## config.mk

```make
export PLATFORM = sky130hd
export DESIGN_NAME = tss_ctrl
export DESIGN_NICKNAME = d
export VERILOG_FILES = /design/src/rtl/tss_pkg.sv /design/src/rtl/tss_ctrl.sv
export SDC_FILE = /design/constraint.sdc
export NUM_CORES = 1
export LEC_CHECK = 0
export BUFFER_PORTS_ARGS = -buffer_cell sky130_fd_sc_hd__clkbuf_2
export CAP_MARGIN = 20
export CORE_UTILIZATION = 51
export CTS_CLUSTER_DIAMETER = 30
export DETAILED_ROUTE_END_ITERATION = 16
export GPL_TIMING_DRIVEN = 0
export PLACE_DENSITY = 0.81
export SYNTH_ARGS = -nofsm -noshare
export SYNTH_HDL_FRONTEND = slang
export SYNTH_SLANG_ARGS = --single-unit
```

## constraint.sdc

```tcl
create_clock -name clk -period 4.25 [get_ports clk]
set_input_delay 0.425 -clock clk [delete_from_list [all_inputs] [get_ports clk]]
set_output_delay 0.425 -clock clk [all_outputs]
set_load 0.01 [all_outputs]
```

## src/rtl/tss_pkg.sv

```systemverilog
// package for the regression tree split sweep block
// holds widths, item kinds, register indexes, controller states and command/status structs; no dependencies
package tss_pkg;
  localparam int NumFeat = 16;
  localparam int NumIntv = 1024;
  localparam int MaxRows = 4096;
  localparam int FeatW = 4;
  localparam int IntvW = 10;

  typedef enum logic [1:0] {
    KIND_LOAD = 2'd0,
    KIND_RISK = 2'd1,
    KIND_ELEM = 2'd2,
    KIND_FIN  = 2'd3
  } kind_t;

  localparam logic [1:0] REG_ROWS = 2'd0;
  localparam logic [1:0] REG_MINC = 2'd1;
  localparam logic [1:0] REG_SPLIT = 2'd2;
  localparam logic [1:0] REG_INTV = 2'd3;

  typedef enum logic [3:0] {
    ST_IDLE, ST_READ, ST_PREP, ST_DIV, ST_ACC, ST_ROW, ST_SNAP, ST_EMIT, ST_CLEAR
  } state_t;

  // commands from controller to datapath
  typedef struct packed {
    logic       load_item;
    logic       do_load;
    logic       do_risk;
    logic       mem_rd;
    logic       prep;
    logic [1:0] div_sel;
    logic       div_start;
    logic       acc;
    logic       wr_back;
    logic       end_row;
    logic       snap;
    logic       emit;
    logic       clear;
  } tss_cmd_t;

  typedef struct packed {
    logic       move_ok;
    logic       row_end;
    logic       div_done;
    logic [1:0] kind;
  } tss_sts_t;
endpackage

```

## src/rtl/tss_ctrl.sv

```systemverilog
// controller state machine for the split sweep
// uses tss_pkg; drives tss_datapath commands
module tss_ctrl (
  input  logic              clk,
  input  logic              rst,
  input  logic              in_valid,
  output logic              in_ready,
  output logic              out_valid,
  input  logic              out_ready,
  input  tss_pkg::tss_sts_t sts,
  output tss_pkg::tss_cmd_t cmd,
  output logic [3:0]        emit_idx
);
  import tss_pkg::*;
  state_t state, state_next;
  logic [3:0] idx;
  logic ov;
  logic out_free;
  logic [1:0] dsel;
  logic div_go;

  assign out_free = !ov || out_ready;
  assign out_valid = ov;
  assign emit_idx = idx;

  always_ff @(posedge clk) begin
    if (rst) begin
      state <= ST_IDLE; idx <= '0; ov <= 1'b0;
    end else begin
      state <= state_next;
      if (cmd.emit) begin
        ov <= 1'b1;
        idx <= idx + 4'd1;
      end else if (out_ready) ov <= 1'b0;
      if (state == ST_IDLE) idx <= '0;
    end
  end

  always_comb begin
    state_next = state;
    case (state)
      ST_IDLE:  if (in_valid) state_next = ST_READ;
      ST_READ: begin
        case (kind_t'(sts.kind))
          KIND_FIN:  state_next = ST_EMIT;
          KIND_ELEM: state_next = ST_PREP;
          default:   state_next = ST_IDLE;
        endcase
      end
      ST_PREP:  state_next = sts.move_ok ? ST_DIV : ST_ROW;
      ST_DIV:   if (sts.div_done) state_next = (dsel == 2'd3) ? ST_ACC : ST_DIV;
      ST_ACC:   state_next = ST_ROW;
      ST_ROW:   state_next = sts.row_end ? ST_SNAP : ST_IDLE;
      ST_SNAP:  state_next = ST_IDLE;
      ST_EMIT:  if (out_free && idx == 4'(NumFeat - 1)) state_next = ST_CLEAR;
      ST_CLEAR: state_next = ST_IDLE;
      default:  state_next = ST_IDLE;
    endcase
  end

  always_ff @(posedge clk) begin
    if (rst) dsel <= '0;
    else if (state == ST_PREP) dsel <= '0;
    else if (state == ST_DIV && sts.div_done && dsel != 2'd3) dsel <= dsel + 2'd1;
  end

  always_ff @(posedge clk) begin
    if (rst) div_go <= 1'b0;
    else div_go <= (state == ST_PREP && sts.move_ok)
        || (state == ST_DIV && sts.div_done && dsel != 2'd3);
  end

  always_comb begin
    cmd = '0;
    in_ready = (state == ST_IDLE);
    cmd.load_item = (state == ST_IDLE) && in_valid;
    cmd.div_sel = dsel;
    case (state)
      ST_READ: begin
        cmd.mem_rd = 1'b1;
        cmd.do_load = (kind_t'(sts.kind) == KIND_LOAD);
        cmd.do_risk = (kind_t'(sts.kind) == KIND_RISK);
      end
      ST_PREP:  cmd.prep = 1'b1;
      ST_DIV:   cmd.div_start = div_go;
      ST_ACC: begin
        cmd.acc = 1'b1;
        cmd.wr_back = 1'b1;
      end
      ST_ROW:   cmd.end_row = sts.row_end;
      ST_SNAP:  cmd.snap = 1'b1;
      ST_EMIT:  cmd.emit = out_free;
      ST_CLEAR: cmd.clear = 1'b1;
      default: ;
    endcase
  end

  a_one_beat: assert property (@(posedge clk) disable iff (rst)
    cmd.emit |-> state == ST_EMIT)
    else $error("emit outside emit state");
  a_no_accept_busy: assert property (@(posedge clk) disable iff (rst)
    in_ready |-> state == ST_IDLE)
    else $error("ready while busy");
  a_clear_after_last: assert property (@(posedge clk) disable iff (rst)
    state == ST_CLEAR |-> $past(state) == ST_EMIT)
    else $error("clear out of order");
endmodule

```

==> summary.md <==
| Metric | Value |
|---|---|
| Post-synth top area cell | `dfxtp_1` |
| Post-synthesis adder-cell area fraction | `under 10%` |
| Final hold vios | `0` |
| Area post-placement | `about 930 µm²` |
| Post-synthesis mux area share | `1.282%` |
| Seq cells post-synth | `12` |
| EDFF count, synth | `0` |
| First-pass GRT wire length | `between 2000 and 2500 µm` |
| CP Launch Type | `flop` |
| Die area | `between 1500 and 2000 µm²` |
| Number of iterations in the first detailed-routing pass | `4` |
| Min Hold Slack | `just over 0.4 ns` |
| Yosys warns | `0` |
| CTS Buf Count | `3` |
| Post-CTS Setup Bufs | `0` |
| Most common cell in the netlist | `dfxtp_1` |
| VDD IR max | `~0.24 mV` |
| Gpl congestion | `roughly 0.78` |
| Min Tclk post-route | `2.100 ns` |
| Seq/Total Area, Yosys | `a little under a third` |
| Final WL | `between 1500 and 2000 µm` |
| Status | `complete, no violations` |
| Finished Layout Cells | `roughly 140` |
| Cells taking the most area after synthesis | `dfxtp_1 31%, nor2_1 4.8%, nor3_1 4.5%` |
| Tot GR Track Use | `between 20% and 30%` |
| Critical path type | `reg -> out` |
| Die width | `41.13 µm` |
| Final #Nets | `approximately 140` |
| Layout area overhead | `24.36%` |
| Core Region | `1366 µm²` |
| # fillers | `between 100 and 150` |
| Sw frac | `31.81%` |
| Layout cells sized above 1 | `35.43%` |
| Antenna Nets Post-Route | `0` |
| Highest Clock Rate | `476.1 MHz` |
| Buffer and inverter count on the worst path | `3` |
| CTS Buffer Depth | `2` |
| WP data required | `between 3 and 4 ns` |
| Synth Area in Compound Gates | `~16%` |
| RSZ-0062 raised after global routing | `false` |
| Final Max Tran Viols | `0` |
| Initial Utilization | `a little under three fifths` |
| Comb power frac | `~33%` |
| Drt drc | `0` |
| Post-synth top cells | `12 x dfxtp_1, 10 x nor2_1, 7 x nor3_1` |
| Critical path's slowest cell | `dfxtp_1` |
| Sw Pwr | `99.54 µW` |
| # hold bufs at CTS | `0` |
| I/O pin cnt | `29` |
| Post-cts sizing count | `0` |
| CP max FO | `10` |
| Post-DP HPWL | `1335 µm` |
| WL per Instance | `12.27 µm` |
| Actual slew at the worst max-slew pin | `between 0.3 and 0.4 ns` |
| CP arrival | `roughly 1.7 ns` |
| Vias per cell | `between 5 and 6` |
| Tot Pwr | `between 300 and 400 µW` |
| Yosys cell types | `39` |
| Total number of vias | `roughly 800` |
| Cells after Synth | `96` |
| Hold Crit Class | `in -> reg` |
| Final worst clock skew | `~0.0027 ns` |
| Syn avg cell area | `~8 µm²` |
| Initial DRC count | `9` |
| Setup total negative slack | `0 ns` |
| H-tree depth | `1` |
| Largest net degree at the start of global routing | `11` |
| P_int | `about 210 µW` |
| Simple-gate share of the synthesized area | `around 35%` |
| Pleak | `0.4548 nW` |
| Clk_lat worst skew | `0.27 ns` |
| Final Cell Area | `roughly 970 µm²` |
| Tcrit/Tclk final | `49.42%` |
| DP Cell Count | `between 100 and 150` |
| Clock share of power | `about 28%` |
| Synthesized area | `between 700 and 800 µm²` |
| TritonCTS clock tree | `done` |
| Max_slew headroom | `74.74%` |
| Gr ovfl total | `0` |
| Delay-heaviest family, CP | `simple AND/OR/NAND/NOR gates` |
| Power Density | `322.2 nW/µm²` |
| Syn Nets | `between 100 and 150` |
| Synth Area in XOR/XNOR | `4.487%` |
| Reg clk slew, reported paths | `0.07 ns` |
| Number of diodes | `0` |
| Post-synthesis async set-or-reset flop share | `0%` |
| Die height | `roughly 40 µm` |
| CTS Sinks | `12` |
| Post-synth top area share | `between 30 and 40%` |
| Initial antenna violation count | `0` |
| Crit-path cells | `buf_6 -> or2_2 -> buf_6 -> nor3_1 -> and2_1 -> clkbuf_2` |
| Final number of setup-violating endpoints | `0` |
| Combinational family with the most area after synthesis | `simple AND/OR/NAND/NOR gates` |
| CP endpoint kind | `primary output` |
| Main flop type after synthesis | `dfxtp_1` |
| Row cnt | `13` |
| Vias in the first global route | `between 600 and 700` |
| Root buffer cell | `clkbuf_4` |
| CP most frequent cell | `buf_6` |
| Max-cap violations | `0` |
| CP peak stage delay | `about 0.31 ns` |
| Sequential Power Share | `38.6%` |
| Port bufs | `27` |
per-layer routing:
metal | share of wire, % | wire length [µm] | global-route usage (%)
met5 | 0 | 0 | 0
met4 | 0.80 | 14 | 9.677
met3 | 4.6 | 80 | 3.261
met2 | 50 | 878 | 40.63
met1 | 44 | 770 | 25.66
state kept, by name (all words and copies together) (netlist names):
| signal | cells |
|---|---|
| out_valid | 1 |
| state | 4 |
| dsel | 2 |
| emit_idx | 4 |
| div_go | 1 |
worst min-delay path, delay by kind of cell:
family | cells | cell delay [ns]
buffers and inverters | 1 | 0.10
AND/OR/NAND/NOR | 1 | 0.05
AO/OA/AOI/OAI | 1 | 0.05
area by class of cell:
cell class	count	area, µm²	share of cell area (%)
Buffer	7	55.05	5.670
Clock buffer	4	36.28	3.737
Inverter	4	15.01	1.546
Multi-Input combinational cell	73	470.5	48.45
Sequential cell	12	240.2	24.74
Tap cell	15	18.77	1.933
Timing Repair Buffer	27	135.1	13.92
power by group through the flow:
stage	clock, mW	sequential, mW	combinational (mW)
floorplan	0	0.123	0.0743
global placement	0	0.123	0.101
detailed placement	0	0.124	0.102
CTS	0.0908	0.121	0.103
global route	0.0975	0.122	0.113
finish	0.0886	0.121	0.103
through the flow:
step / worst slack [ns] / util, %
floorplan: 2.454 / -
global placement: 2.462 / 68.41
detailed placement: 2.469 / 68.41
CTS: 2.167 / 71.06
global route: 2.049 / 71.06
finish: 2.150 / 71.06
worst paths after layout:
path / cells after the start / end / from / slack, ns
max: 6 / cmd[13] / state[2] / 2.15
max reg2reg: 5 / state[0] / emit_idx[0] / 2.71
min: 3 / div_go / sts[4] / 0.41
min reg2reg: 2 / emit_idx[1] / emit_idx[1] / 0.54
cells by family after synthesis:
group | after synthesis
buffers and inverters | 11
DFF | 12
muxes | 1
xor gates and xnor gates | 4
and+or+nand+nor | 48
AOI/OAI and AO/OA | 18
adders and majority gates | 2
placed cells by master (no fill, tap or decap), types with 3 or more instances in the layout:
master    synthesis  final
nor2b_1           3      3
dfxtp_1          12     12
clkbuf_2          0     27
a21oi_1           5      5
xnor2_1           3      3
nor3_1            7      7
nand2_1           5      5
nand2b_1          5      5
o21ai_0           4      4
clkbuf_4          0      3
inv_1             4      4
nor2_1           10     10
buf_6             3      3
No activity file was read; power rests on OpenSTA's default activity.
